**config.mk**
```make
export PLATFORM = sky130hd
export DESIGN_NAME = signed_int_to_radix_symbols
export DESIGN_NICKNAME = d
export VERILOG_FILES = /design/src/hw/rtl/rsym_pkg.sv /design/src/hw/rtl/rsym_ram.sv /design/src/hw/rtl/rsym_fifo.sv /design/src/hw/rtl/rsym_front.sv /design/src/hw/rtl/rsym_back.sv /design/src/hw/rtl/signed_int_to_radix_symbols.sv
export SDC_FILE = /design/constraint.sdc
export NUM_CORES = 1
export LEC_CHECK = 0
export BUFFER_PORTS_ARGS = -buffer_cell sky130_fd_sc_hd__buf_2
export CAP_MARGIN = 30
export CORE_MARGIN = 1.5
export CORE_UTILIZATION = 45
export DETAILED_ROUTE_END_ITERATION = 10
export PLACE_DENSITY_LB_ADDON = 0.3
export SLEW_MARGIN = 20
export SYNTH_ARGS = -nofsm -noshare
export SYNTH_HDL_FRONTEND = slang
export SYNTH_SLANG_ARGS = --single-unit
```
**constraint.sdc**
```tcl
create_clock -name clk -period 24.3 [get_ports clk]
set_clock_uncertainty 0.05 [all_clocks]
set_input_delay 0 -clock clk [delete_from_list [all_inputs] [get_ports clk]]
set_output_delay 0 -clock clk [all_outputs]
set_load 0.005 [all_outputs]
```
**src/hw/rtl/rsym_pkg.sv**
```systemverilog
// Shared types and constants for the signed integer to radix symbol converter.
// Used by the front, back and top level; depends on nothing.
package rsym_pkg;

  // Configuration register indexes.
  localparam int unsigned CFG_IDX_W = 2;
  localparam logic [CFG_IDX_W-1:0] REG_RADIX    = 2'd0;
  localparam logic [CFG_IDX_W-1:0] REG_SYMS_LOW = 2'd1;
  localparam logic [CFG_IDX_W-1:0] REG_SYMS_HIGH = 2'd2;

  localparam int unsigned RADIX_W  = 5;
  localparam int unsigned SYM_W    = 8;
  localparam int unsigned NUM_SYMS = 16;
  localparam int unsigned SYMS_W   = SYM_W * NUM_SYMS;
  localparam int unsigned CFG_W    = 64;

  localparam logic [SYM_W-1:0] SYM_PLUS  = 8'h2B;
  localparam logic [SYM_W-1:0] SYM_MINUS = 8'h2D;
  localparam logic [RADIX_W-1:0] MIN_RADIX = 5'd2;

  // Dividend bits retired per cycle by the digit divider.
  localparam int unsigned DIV_STEPS = 8;

  // Live configuration as seen by the back end.
  typedef struct packed {
    logic [RADIX_W-1:0] radix;
    logic [SYMS_W-1:0]  symbols;
  } cfg_t;

  typedef enum logic [2:0] {
    BK_IDLE,
    BK_DIV,
    BK_SIGN,
    BK_RD,
    BK_LD
  } bk_state_t;

endpackage

```
**src/hw/rtl/rsym_ram.sv**
```systemverilog
// Generic single-write, single-read RAM with registered read data.
// No dependencies.
module rsym_ram #(
  parameter int unsigned WIDTH = 4,
  parameter int unsigned DEPTH = 32
) (
  input  logic                     clk,
  input  logic                     we,
  input  logic [$clog2(DEPTH)-1:0] waddr,
  input  logic [WIDTH-1:0]         wdata,
  input  logic                     re,
  input  logic [$clog2(DEPTH)-1:0] raddr,
  output logic [WIDTH-1:0]         rdata
);

  logic [WIDTH-1:0] mem [DEPTH];
  logic [WIDTH-1:0] rdata_r;

  always_ff @(posedge clk) begin
    if (we) begin
      mem[waddr] <= wdata;
    end
    if (re) begin
      rdata_r <= mem[raddr];
    end
  end

  assign rdata = rdata_r;

endmodule

```
**src/hw/rtl/rsym_fifo.sv**
```systemverilog
// Short queue of classified words between the front and back ends.
// No dependencies.
module rsym_fifo #(
  parameter int unsigned WIDTH = 33,
  parameter int unsigned DEPTH = 2
) (
  input  logic             clk,
  input  logic             rst_n,
  input  logic             push,
  input  logic [WIDTH-1:0] push_data,
  input  logic             pop,
  output logic [WIDTH-1:0] pop_data,
  output logic             full,
  output logic             empty
);

  localparam int unsigned PW = $clog2(DEPTH);
  localparam int unsigned CW = $clog2(DEPTH + 1);

  logic [WIDTH-1:0] entry_r [DEPTH];
  logic [PW-1:0]    wr_ptr_r, wr_ptr_nxt;
  logic [PW-1:0]    rd_ptr_r, rd_ptr_nxt;
  logic [CW-1:0]    count_r, count_nxt;

  assign full     = (count_r == CW'(DEPTH));
  assign empty    = (count_r == '0);
  assign pop_data = entry_r[rd_ptr_r];

  always_comb begin
    wr_ptr_nxt = wr_ptr_r;
    rd_ptr_nxt = rd_ptr_r;
    count_nxt  = count_r;
    if (push) begin
      wr_ptr_nxt = (wr_ptr_r == PW'(DEPTH - 1)) ? '0 : wr_ptr_r + 1'b1;
    end
    if (pop) begin
      rd_ptr_nxt = (rd_ptr_r == PW'(DEPTH - 1)) ? '0 : rd_ptr_r + 1'b1;
    end
    if (push && !pop) begin
      count_nxt = count_r + 1'b1;
    end else if (pop && !push) begin
      count_nxt = count_r - 1'b1;
    end
  end

  always_ff @(posedge clk) begin
    if (!rst_n) begin
      wr_ptr_r <= '0;
      rd_ptr_r <= '0;
      count_r  <= '0;
    end else begin
      wr_ptr_r <= wr_ptr_nxt;
      rd_ptr_r <= rd_ptr_nxt;
      count_r  <= count_nxt;
    end
  end

  always_ff @(posedge clk) begin
    if (push) begin
      entry_r[wr_ptr_r] <= push_data;
    end
  end

endmodule

```
**src/hw/rtl/rsym_front.sv**
```systemverilog
// Front end: configuration registers, alphabet check, and sign/magnitude split.
// Depends on rsym_pkg.
module rsym_front #(
  parameter int unsigned MAX_BASE    = 16,
  parameter int unsigned VALUE_WIDTH = 32
) (
  input  logic                              clk,
  input  logic                              rst_n,
  input  logic                              cfg_we,
  input  logic [rsym_pkg::CFG_IDX_W-1:0]    cfg_index,
  input  logic [rsym_pkg::CFG_W-1:0]        cfg_data,
  input  logic                              in_valid,
  output logic                              in_ready,
  input  logic signed [VALUE_WIDTH-1:0]     in_value,
  input  logic                              q_full,
  output logic                              q_push,
  output logic [VALUE_WIDTH:0]              q_data,
  output rsym_pkg::cfg_t                    cfg
);

  logic [rsym_pkg::RADIX_W-1:0] radix_r, radix_nxt;
  logic [rsym_pkg::CFG_W-1:0]   syms_lo_r, syms_lo_nxt;
  logic [rsym_pkg::CFG_W-1:0]   syms_hi_r, syms_hi_nxt;
  logic                         ok_r, ok_nxt;
  logic                         neg;
  logic [VALUE_WIDTH-1:0]       mag;

  // True when the radix is usable and the first radix symbols are legal and distinct.
  function automatic logic alphabet_ok(input logic [rsym_pkg::RADIX_W-1:0] radix,
                                       input logic [rsym_pkg::SYMS_W-1:0] syms);
    logic                       ok;
    logic [rsym_pkg::SYM_W-1:0] si;
    ok = (radix >= rsym_pkg::MIN_RADIX) &&
         (radix <= rsym_pkg::RADIX_W'(MAX_BASE));
    for (int i = 0; i < rsym_pkg::NUM_SYMS; i++) begin
      si = syms[i*rsym_pkg::SYM_W +: rsym_pkg::SYM_W];
      if (rsym_pkg::RADIX_W'(i) < radix) begin
        if (si == '0 || si == rsym_pkg::SYM_PLUS || si == rsym_pkg::SYM_MINUS) begin
          ok = 1'b0;
        end
        for (int j = i + 1; j < rsym_pkg::NUM_SYMS; j++) begin
          if (rsym_pkg::RADIX_W'(j) < radix &&
              si == syms[j*rsym_pkg::SYM_W +: rsym_pkg::SYM_W]) begin
            ok = 1'b0;
          end
        end
      end
    end
    return ok;
  endfunction

  always_comb begin
    radix_nxt   = radix_r;
    syms_lo_nxt = syms_lo_r;
    syms_hi_nxt = syms_hi_r;
    if (cfg_we) begin
      case (cfg_index)
        rsym_pkg::REG_RADIX:     radix_nxt   = cfg_data[rsym_pkg::RADIX_W-1:0];
        rsym_pkg::REG_SYMS_LOW:  syms_lo_nxt = cfg_data;
        rsym_pkg::REG_SYMS_HIGH: syms_hi_nxt = cfg_data;
        default: ;
      endcase
    end
    // The check follows the next register values so it is current as soon as
    // the write lands.
    ok_nxt = alphabet_ok(radix_nxt, {syms_hi_nxt, syms_lo_nxt});
  end

  always_ff @(posedge clk) begin
    if (!rst_n) begin
      radix_r   <= '0;
      syms_lo_r <= '0;
      syms_hi_r <= '0;
      ok_r      <= 1'b0;
    end else begin
      radix_r   <= radix_nxt;
      syms_lo_r <= syms_lo_nxt;
      syms_hi_r <= syms_hi_nxt;
      ok_r      <= ok_nxt;
    end
  end

  // The negated minimum value wraps to itself, which is the right magnitude.
  assign neg = in_value[VALUE_WIDTH-1];
  assign mag = neg ? (~in_value + 1'b1) : in_value;

  // Words with an invalid alphabet are taken and dropped.
  assign in_ready = !q_full;
  assign q_push   = in_valid && in_ready && ok_r;
  assign q_data   = {neg, mag};

  assign cfg.radix   = radix_r;
  assign cfg.symbols = {syms_hi_r, syms_lo_r};

endmodule

```
**src/hw/rtl/rsym_back.sv**
```systemverilog
// Back end: repeated division into a digit stack, then sign and symbol emission.
// Depends on rsym_pkg and rsym_ram.
module rsym_back #(
  parameter int unsigned MAX_BASE    = 16,
  parameter int unsigned VALUE_WIDTH = 32
) (
  input  logic                        clk,
  input  logic                        rst_n,
  input  rsym_pkg::cfg_t              cfg,
  input  logic                        q_empty,
  input  logic [VALUE_WIDTH:0]        q_data,
  output logic                        q_pop,
  output logic                        out_valid,
  input  logic                        out_ready,
  output logic [rsym_pkg::SYM_W-1:0]  out_symbol,
  output logic                        out_last
);

  localparam int unsigned DIG_W  = $clog2(MAX_BASE);
  localparam int unsigned RAD_W  = DIG_W + 1;
  localparam int unsigned STEPS  = rsym_pkg::DIV_STEPS;
  localparam int unsigned PAD_W  = ((VALUE_WIDTH + STEPS - 1) / STEPS) * STEPS;
  localparam int unsigned NCYC   = PAD_W / STEPS;
  localparam int unsigned STEP_W = (NCYC > 1) ? $clog2(NCYC) : 1;
  localparam int unsigned CNT_W  = $clog2(VALUE_WIDTH + 1);
  localparam int unsigned AW     = $clog2(VALUE_WIDTH);

  rsym_pkg::bk_state_t state_r, state_nxt;

  logic [PAD_W-1:0]            q_r, q_nxt, q_div;
  logic [DIG_W-1:0]            rem_r, rem_nxt, rem_div;
  logic                        neg_r, neg_nxt;
  logic [CNT_W-1:0]            cnt_r, cnt_nxt, cnt_dec;
  logic [STEP_W-1:0]           step_r, step_nxt;
  logic                        out_valid_r, out_valid_nxt;
  logic [rsym_pkg::SYM_W-1:0]  out_symbol_r, out_symbol_nxt;
  logic                        out_last_r, out_last_nxt;
  logic                        out_free;
  logic                        last_step;
  logic [RAD_W-1:0]            radix;
  logic                        ram_we, ram_re;
  logic [DIG_W-1:0]            ram_rdata;
  logic [3:0]                  sym_idx;
  logic [rsym_pkg::SYM_W-1:0]  sym;

  // The radix is known to be in range once a word reaches the queue.
  assign radix     = cfg.radix[RAD_W-1:0];
  assign out_free  = !out_valid_r || out_ready;
  assign last_step = (step_r == STEP_W'(NCYC - 1));
  assign cnt_dec   = cnt_r - 1'b1;

  // Long division, STEPS dividend bits per cycle; the quotient shifts in
  // behind the dividend bits as they leave.
  always_comb begin
    logic [DIG_W:0] t;
    q_div   = q_r;
    rem_div = rem_r;
    for (int k = 0; k < STEPS; k++) begin
      t     = {rem_div, q_div[PAD_W-1]};
      q_div = {q_div[PAD_W-2:0], 1'b0};
      if (t >= radix) begin
        t        = t - radix;
        q_div[0] = 1'b1;
      end
      rem_div = t[DIG_W-1:0];
    end
  end

  rsym_ram #(
    .WIDTH(DIG_W),
    .DEPTH(VALUE_WIDTH)
  ) u_digits (
    .clk  (clk),
    .we   (ram_we),
    .waddr(cnt_r[AW-1:0]),
    .wdata(rem_div),
    .re   (ram_re),
    .raddr(cnt_dec[AW-1:0]),
    .rdata(ram_rdata)
  );

  assign sym_idx = 4'(ram_rdata);
  assign sym     = cfg.symbols[sym_idx*rsym_pkg::SYM_W +: rsym_pkg::SYM_W];

  always_comb begin
    state_nxt = state_r;
    case (state_r)
      rsym_pkg::BK_IDLE: begin
        if (!q_empty) begin
          state_nxt = rsym_pkg::BK_DIV;
        end
      end
      rsym_pkg::BK_DIV: begin
        if (last_step && q_div == '0) begin
          state_nxt = neg_r ? rsym_pkg::BK_SIGN : rsym_pkg::BK_RD;
        end
      end
      rsym_pkg::BK_SIGN: begin
        if (out_free) begin
          state_nxt = rsym_pkg::BK_RD;
        end
      end
      rsym_pkg::BK_RD: begin
        state_nxt = rsym_pkg::BK_LD;
      end
      rsym_pkg::BK_LD: begin
        if (out_free) begin
          state_nxt = (cnt_r == CNT_W'(1)) ? rsym_pkg::BK_IDLE : rsym_pkg::BK_RD;
        end
      end
      default: state_nxt = rsym_pkg::BK_IDLE;
    endcase
  end

  always_comb begin
    q_nxt          = q_r;
    rem_nxt        = rem_r;
    neg_nxt        = neg_r;
    cnt_nxt        = cnt_r;
    step_nxt       = step_r;
    out_valid_nxt  = out_valid_r && !out_ready;
    out_symbol_nxt = out_symbol_r;
    out_last_nxt   = out_last_r;
    q_pop          = 1'b0;
    ram_we         = 1'b0;
    ram_re         = 1'b0;
    case (state_r)
      rsym_pkg::BK_IDLE: begin
        if (!q_empty) begin
          q_pop    = 1'b1;
          q_nxt    = PAD_W'(q_data[VALUE_WIDTH-1:0]);
          rem_nxt  = '0;
          neg_nxt  = q_data[VALUE_WIDTH];
          cnt_nxt  = '0;
          step_nxt = '0;
        end
      end
      rsym_pkg::BK_DIV: begin
        q_nxt    = q_div;
        rem_nxt  = rem_div;
        step_nxt = step_r + 1'b1;
        if (last_step) begin
          ram_we   = 1'b1;
          cnt_nxt  = cnt_r + 1'b1;
          rem_nxt  = '0;
          step_nxt = '0;
        end
      end
      rsym_pkg::BK_SIGN: begin
        if (out_free) begin
          out_valid_nxt  = 1'b1;
          out_symbol_nxt = rsym_pkg::SYM_MINUS;
          out_last_nxt   = 1'b0;
        end
      end
      rsym_pkg::BK_RD: begin
        ram_re = 1'b1;
      end
      rsym_pkg::BK_LD: begin
        if (out_free) begin
          out_valid_nxt  = 1'b1;
          out_symbol_nxt = sym;
          out_last_nxt   = (cnt_r == CNT_W'(1));
          cnt_nxt        = cnt_dec;
        end
      end
      default: ;
    endcase
  end

  always_ff @(posedge clk) begin
    if (!rst_n) begin
      state_r     <= rsym_pkg::BK_IDLE;
      cnt_r       <= '0;
      step_r      <= '0;
      out_valid_r <= 1'b0;
    end else begin
      state_r     <= state_nxt;
      cnt_r       <= cnt_nxt;
      step_r      <= step_nxt;
      out_valid_r <= out_valid_nxt;
    end
  end

  always_ff @(posedge clk) begin
    q_r          <= q_nxt;
    rem_r        <= rem_nxt;
    neg_r        <= neg_nxt;
    out_symbol_r <= out_symbol_nxt;
    out_last_r   <= out_last_nxt;
  end

  assign out_valid  = out_valid_r;
  assign out_symbol = out_symbol_r;
  assign out_last   = out_last_r;

endmodule

```
**src/hw/rtl/signed_int_to_radix_symbols.sv**
```systemverilog
// Sequence: the back end pops a word from the queue, runs the divider once per digit,
// then emits a minus sign for negative values and reads the digit stack once per symbol.
// The back end converts one word per run; run length is set by the 8-bit-per-cycle
// divider and the digit stack read per symbol.
// Reset (rst_n, synchronous, active low) clears radix and alphabet to zero, which is
// invalid, empties the queue and returns the back end to idle.
module signed_int_to_radix_symbols #(
  parameter int unsigned MAX_BASE    = 16,
  parameter int unsigned VALUE_WIDTH = 32
) (
  input  logic                             clk,
  input  logic                             rst_n,
  input  logic                             cfg_we,
  input  logic [rsym_pkg::CFG_IDX_W-1:0]   cfg_index,
  input  logic [rsym_pkg::CFG_W-1:0]       cfg_data,
  input  logic                             in_valid,
  output logic                             in_ready,
  input  logic signed [VALUE_WIDTH-1:0]    in_value,
  output logic                             out_valid,
  input  logic                             out_ready,
  output logic [rsym_pkg::SYM_W-1:0]       out_symbol,
  output logic                             out_last
);

  // The front end holds the configuration, checks the alphabet and splits
  // each word into sign and magnitude. Words arriving with an invalid
  // alphabet are accepted and dropped, so they produce no symbols.
  // Classified words wait in a two-entry queue so the front keeps taking
  // input while the back end is busy with a long conversion.
  // The back end divides by the radix until the quotient is zero, pushing
  // each remainder onto a digit stack, then pops the stack so the most
  // significant digit comes out first, with a minus sign ahead of it for
  // negative values. The final symbol of a run carries out_last.

  rsym_pkg::cfg_t         cfg;
  logic                   q_push;
  logic                   q_pop;
  logic                   q_full;
  logic                   q_empty;
  logic [VALUE_WIDTH:0]   q_wdata;
  logic [VALUE_WIDTH:0]   q_rdata;

  rsym_front #(
    .MAX_BASE   (MAX_BASE),
    .VALUE_WIDTH(VALUE_WIDTH)
  ) u_front (
    .clk      (clk),
    .rst_n    (rst_n),
    .cfg_we   (cfg_we),
    .cfg_index(cfg_index),
    .cfg_data (cfg_data),
    .in_valid (in_valid),
    .in_ready (in_ready),
    .in_value (in_value),
    .q_full   (q_full),
    .q_push   (q_push),
    .q_data   (q_wdata),
    .cfg      (cfg)
  );

  rsym_fifo #(
    .WIDTH(VALUE_WIDTH + 1),
    .DEPTH(2)
  ) u_queue (
    .clk      (clk),
    .rst_n    (rst_n),
    .push     (q_push),
    .push_data(q_wdata),
    .pop      (q_pop),
    .pop_data (q_rdata),
    .full     (q_full),
    .empty    (q_empty)
  );

  rsym_back #(
    .MAX_BASE   (MAX_BASE),
    .VALUE_WIDTH(VALUE_WIDTH)
  ) u_back (
    .clk       (clk),
    .rst_n     (rst_n),
    .cfg       (cfg),
    .q_empty   (q_empty),
    .q_data    (q_rdata),
    .q_pop     (q_pop),
    .out_valid (out_valid),
    .out_ready (out_ready),
    .out_symbol(out_symbol),
    .out_last  (out_last)
  );

  // The front never writes a word into a full queue.
  assert property (@(posedge clk) disable iff (!rst_n) q_push |-> !q_full)
    else $error("queue written while full");

  // The back end never takes a word from an empty queue.
  assert property (@(posedge clk) disable iff (!rst_n) q_pop |-> !q_empty)
    else $error("queue read while empty");

  // A word pushed into an empty queue is visible to the back end next cycle.
  assert property (@(posedge clk) disable iff (!rst_n)
                   (q_push && q_empty && !q_pop) |=> !q_empty)
    else $error("queued word lost");

endmodule
```
==> results of run 1 <==
routing by layer:
metal	track usage [%]	wire, µm	share of wire, %	vias up
li1	-	-	-	11810
met1	44.02	49880	38	13470
met2	48.54	53310	41	2123
met3	12.89	18690	14	608
met4	20.19	9620	7.3	6
met5	0	36	0.027	-
flip-flops by register name, indices dropped and copies added, names as in the netlist, 2 cells and up, named ones only:
register	count
u_back.u_digits.mem	128
u_queue.entry_r	66
u_back.q_r	32
u_back.step_r	2
u_front.syms_lo_r	64
u_front.radix_r	5
u_back.state_r	3
u_back.out_symbol	8
u_queue.count_r	2
u_back.cnt_r	6
u_back.u_digits.rdata	4
u_back.rem_r	4
u_front.syms_hi_r	64
final cells by class:
class	count	area share, %
inverter	47	0.4670
antenna	4	0.02649
sequential	395	27.40
multi-input combinational	2540	57.67
tap	959	3.176
clock inverter	31	1.136
timing repair buffer	341	7.117
clock buffer	51	3.010
how the worst max path moves through the flow:
stage / end / slack [ns] / cells after the start
6_report: u_back.rem_r[2]$_SDFFCE_PP0P_ / 9.20 / 62
5_1_grt: u_back.rem_r[2]$_SDFFCE_PP0P_ / 8.15 / 62
4_1_cts: u_back.u_digits.mem[28][3]$_DFFE_PP_ / 8.86 / 62
3_5_place_dp: u_back.u_digits.mem[12][3]$_DFFE_PP_ / 8.89 / 62
3_3_place_gp: u_back.u_digits.mem[14][3]$_DFFE_PP_ / 9.14 / 62
2_1_floorplan: u_back.u_digits.mem[0][1]$_DFFE_PP_ / 10.31 / 65
logic make-up after synthesis:
group                    Yosys count  synth area share (%)
XOR/XNOR                        1104                 28.91
AO/OA/AOI/OAI                    293                 5.821
flip-flops                       395                 30.94
adder cells (fa/ha/maj)           56                 2.274
buffers and inverters            328                 4.631
AND/OR/NAND/NOR                  811                 13.70
multiplexers                     276                 13.72
cells in the final DEF, fill, tap and decap left out, types with 75 or more instances in the layout:
cell type and instances:
buf_2 112, buf_4 138, dfxtp_1 149, dlygate4sd3_1 77
edfxtp_1 244, mux2i_2 78, mux4_2 80, nand2_1 76
nand3_1 75, nand4_1 146, nor2_1 78, nor2b_1 145
nor4_1 132, o21ai_0 83, xnor2_1 592, xor2_1 512
per-stage QoR:
stage	cells	instance area, µm²	utilization (%)
final	4368	37780	51.61
after CTS	4360	37690	51.49
after detailed placement	4201	35360	48.30
after global placement	4190	35090	47.93
after floorplan	3263	33450	-
after global routing	4365	37770	51.60
worst min-delay path, cell delays in order:
cell	delay, ns
buf_2	0.17
mux2i_4	0.08
buf_4	0.25
nor2b_1	0.14
==> results.cfg, run 1 <==
[status]
outcome = finished clean

[critical_path]
critPathSlowestCell = dfxtp_1
crit_buf_inv = 3
r2r_cells = 62
cp_top_family = compound AO/OA/AOI/OAI gates
crit_required_ns = 24.61
worstReg2RegStart = u_front.radix_r[1]$_SDFF_PN0_
r2r_slack_ns = 9.20
crit_path_start_kind = flop
crit_path_end_kind = flop
crit_type = reg2reg
crit_path_max_fanout = 33
reg2reg_to = u_back.rem_r[2]$_SDFFCE_PP0P_
max_stage_delay_ns = 0.69
critical_path.most_common_cell = a21o_1
worstPathArrival_ns = 15.41
cp-startpoint = u_front.radix_r[1]$_SDFF_PN0_

[place]
dp.final_hpwl_um = 86700
gp_congestion = 1.030
post-place-ws_ns = 8.890
port_buffers = 113

[detailed_routing]
wl_per_cell_um = 30.11
drtPass1Iterations = 6
drt_iter0_markers = 4044
drc = 0
num_vias = 28010
vias_per_cell = 6.413
ant_nets = 0
drt_wl_total_um = 131500

[logic_synthesis]
synth.most_common_cell = xnor2_1
syn_nets = 3422
ys_types = 68
yosysWarnings = 0
synthTopCellsByArea = edfxtp_1, xnor2_1, xor2_1
synth_seq_cells = 395
netlist_instances = 3263
synthesis.area_um2 = 33450
async_reset_ff_share_pct = 0
ys_seq_area_share_pct = 30.94
syn_area_per_cell_um2 = 10.25
ys_top_cells_by_count = xnor2_1, xor2_1, edfxtp_1
synth_ff_type = edfxtp_1
synth_top_area_share_pct = 21.91
synth-edff-count = 244
yosysTopAreaCell = edfxtp_1

[finish]
ff_latch_area_um2 = 10350
multi_input_area_um2 = 21790
fillerInstances = 6480
nNetsFinal = 3528
syn2layout_area_growth_pct = 12.95
drive_gt1_share_pct = 17.62

[cts]
clock-sinks = 395
post_cts_buffers = 0
clk_latency_ns = 0.60
hold_buffers = 77
htree_num_levels = 2
clock_path_buffers = 3
clkSlewWorstSetupHoldPaths_ns = 0.07
cts_tree = built
numCtsBuffers = 44
cts_resized = 0
cts_root_buffer = clkbuf_16

[sta]
hold_violations = 0
period_minus_slack_ns = 15.10
drv_slew = 0
layout_setup_ws_ns = 9.197
holdWs_ns = 0.01214
timing.slew.headroom_pct = 10.18
rsz0062_at_grt = false
tns_ns = 0
tightest_slew_ns = 1.313
post-route-period-util_pct = 62.15
setup_viol = 0
clock.fmax_ghz = 0.06621

[floorplanning]
die_area_um2 = 75970
die_y_um = 275.6
die_x_um = 275.6
fp.coreArea_um2 = 73210
rows = 99
initial_core_util_pct = 45.69
num_io_pins = 114

[global_route]
grt_max_degree = 99
grt_pass1_vias = 26270
grt_first_pass_wirelength_um = 187100
grt_antenna_before_repair = 8
grt_usage_pct = 34.16
grt_overflow_total = 0

[hold_path]
holdCritPathClass = in2reg
whs_endpoint = u_front.syms_lo_r[52]$_SDFF_PN0_
whs_path_depth = 4
hold_start = cfg_data[52]

[flow_run]
drv_cap = 0
Power of run 1 is left out: the tool's default activity adds up to more than one toggle a clock period on the data nets, which glitch-free logic cannot reach.
==> inputs of run 2 (changes only) <==
==> constraint.sdc (replaced) <==
create_clock -name clk -period 14.5 [get_ports clk]
set_clock_uncertainty 0.05 [all_clocks]
set_input_delay 0 -clock clk [delete_from_list [all_inputs] [get_ports clk]]
set_output_delay 0 -clock clk [all_outputs]
set_load 0.005 [all_outputs]
==> results.cfg, run 2 (synthesis gave the netlist of run 1 again) <==
[finish]
final_common_cell = xnor2_1
syn2layout_area_growth_pct = 12.32
top_register = u_back.u_digits.mem
largest_reg_flops = 128
drive_gt1_share_pct = 17.98
nNetsFinal = 3527
final_cell_mix = xnor2_1, xor2_1, edfxtp_1
largestRegisters = u_back.u_digits.mem x128, u_queue.entry_r x66

[critical_path]
crit_type = reg2reg
max_stage_delay_ns = 0.45
crit_path_max_fanout = 17
worstPathArrival_ns = 13.87
crit_path_start_kind = flop
critical_path.most_common_cell = a21o_1
critPathSlowestCell = mux2_4
crit_required_ns = 14.80
crit_path_end_kind = flop

[sta]
clock.fmax_ghz = 0.07371
drv_slew = 0
post-route-period-util_pct = 93.56
rsz0062_at_grt = false
hold_violations = 0
tns_ns = 0
timing.slew.headroom_pct = 23.06
setup_viol = 0
layout_setup_ws_ns = 0.9333
tightest_slew_ns = 1.125
period_minus_slack_ns = 13.57

[status]
outcome = finished clean

[place]
dp.final_hpwl_um = 86380
gp_congestion = 1.010
post-place-ws_ns = 0.06793
port_buffers = 113

[global_route]
grt_first_pass_wirelength_um = 187100
grt_overflow_total = 0
grt_max_degree = 96
grt_usage_pct = 34.22
grt_antenna_before_repair = 12
grt_pass1_vias = 26310

[floorplanning]
initial_core_util_pct = 45.69
rows = 99
num_io_pins = 114
fp.coreArea_um2 = 73210
die_x_um = 275.6
die_y_um = 275.6
die_area_um2 = 75970

[detailed_routing]
wl_per_cell_um = 30.23
vias_per_cell = 6.415
num_vias = 28030
drtPass1Iterations = 9
ant_nets = 0
drc = 0
drt_wl_total_um = 132100
drt_iter0_markers = 3844

[cts]
clk_latency_ns = 0.60
clkSlewWorstSetupHoldPaths_ns = 0.06
cts_root_buffer = clkbuf_16
numCtsBuffers = 43
cts_tree = built
clock_path_buffers = 3
post_cts_buffers = 0
clock-sinks = 395
htree_num_levels = 2

[flow_run]
drv_cap = 0

[hold_path]
holdCritPathClass = in2reg
run 2: changes by cell type in the layout (fill, tap and decap cells not counted), moves of 4 or more:
cell,before,now
buf_16,9,5
buf_4,138,154
clkinv_4,0,4
clkinvlp_4,8,1
dlygate4sd3_1,77,66
mux2i_1,40,35
mux2i_2,78,83
run 2: final cells by class:
type,count,area (µm²)
Tap cell,959,1200
Sequential cell,395,10350
Fill cell,6522,35640
Timing Repair Buffer,340,2565
Multi-Input combinational cell,2541,21810
Clock inverter,26,309.0
Clock buffer,54,1137
Inverter,47,176.4
Antenna cell,7,17.52
run 2: worst paths after layout:
kind,from,to,cells after the start,slack (ns)
worst max register to register,u_back.rem_r[0]$_SDFFCE_PP0P_,u_back.rem_r[2]$_SDFFCE_PP0P_,61,0.93
worst min-delay path,cfg_data[51],u_front.syms_lo_r[51]$_SDFF_PN0_,4,0.03
worst max-delay path,u_back.rem_r[0]$_SDFFCE_PP0P_,u_back.rem_r[2]$_SDFFCE_PP0P_,61,0.93
worst min register to register,u_back.step_r[1]$_SDFFE_PN0P_,u_back.step_r[1]$_SDFFE_PN0P_,2,0.44
run 2: routing by layer:
layer	vias up	global-route usage, %	part of all wire (%)
li1	11800	-	-
met1	13500	43.90	38
met4	10	20.62	7.4
met5	-	0	0.048
met2	2087	48.85	41
met3	627	12.65	14
run 2: repair_timing:
item,4_1_cts,5_1_grt
gates resized for setup,0,9
hold buffers,66,0
endpoints found under the hold margin,130,0
endpoints found under the setup margin,0,135
run 2: stage by stage:
step,hold slack [ns],area [µm²],util [%],std cells
2_1_floorplan,0.04887,33450,-,3263
3_3_place_gp,0.2276,35190,48.07,4204
3_5_place_dp,0.2290,35350,48.29,4212
4_1_cts,0.0003970,37460,51.17,4358
5_1_grt,0.04458,37560,51.31,4366
6_report,0.03261,37570,51.32,4369
run 2: worst max-delay path, delay by kind of cell, from the launching register on:
kind | cells | cell delay [ns]
compound gates | 36 | 7.07
flops | 1 | 0.42
simple gates | 8 | 1.14
buf+inv | 2 | 0.13
mux | 7 | 2.21
fa+ha+maj | 8 | 2.29
Power of run 2 is left out for the same reason.
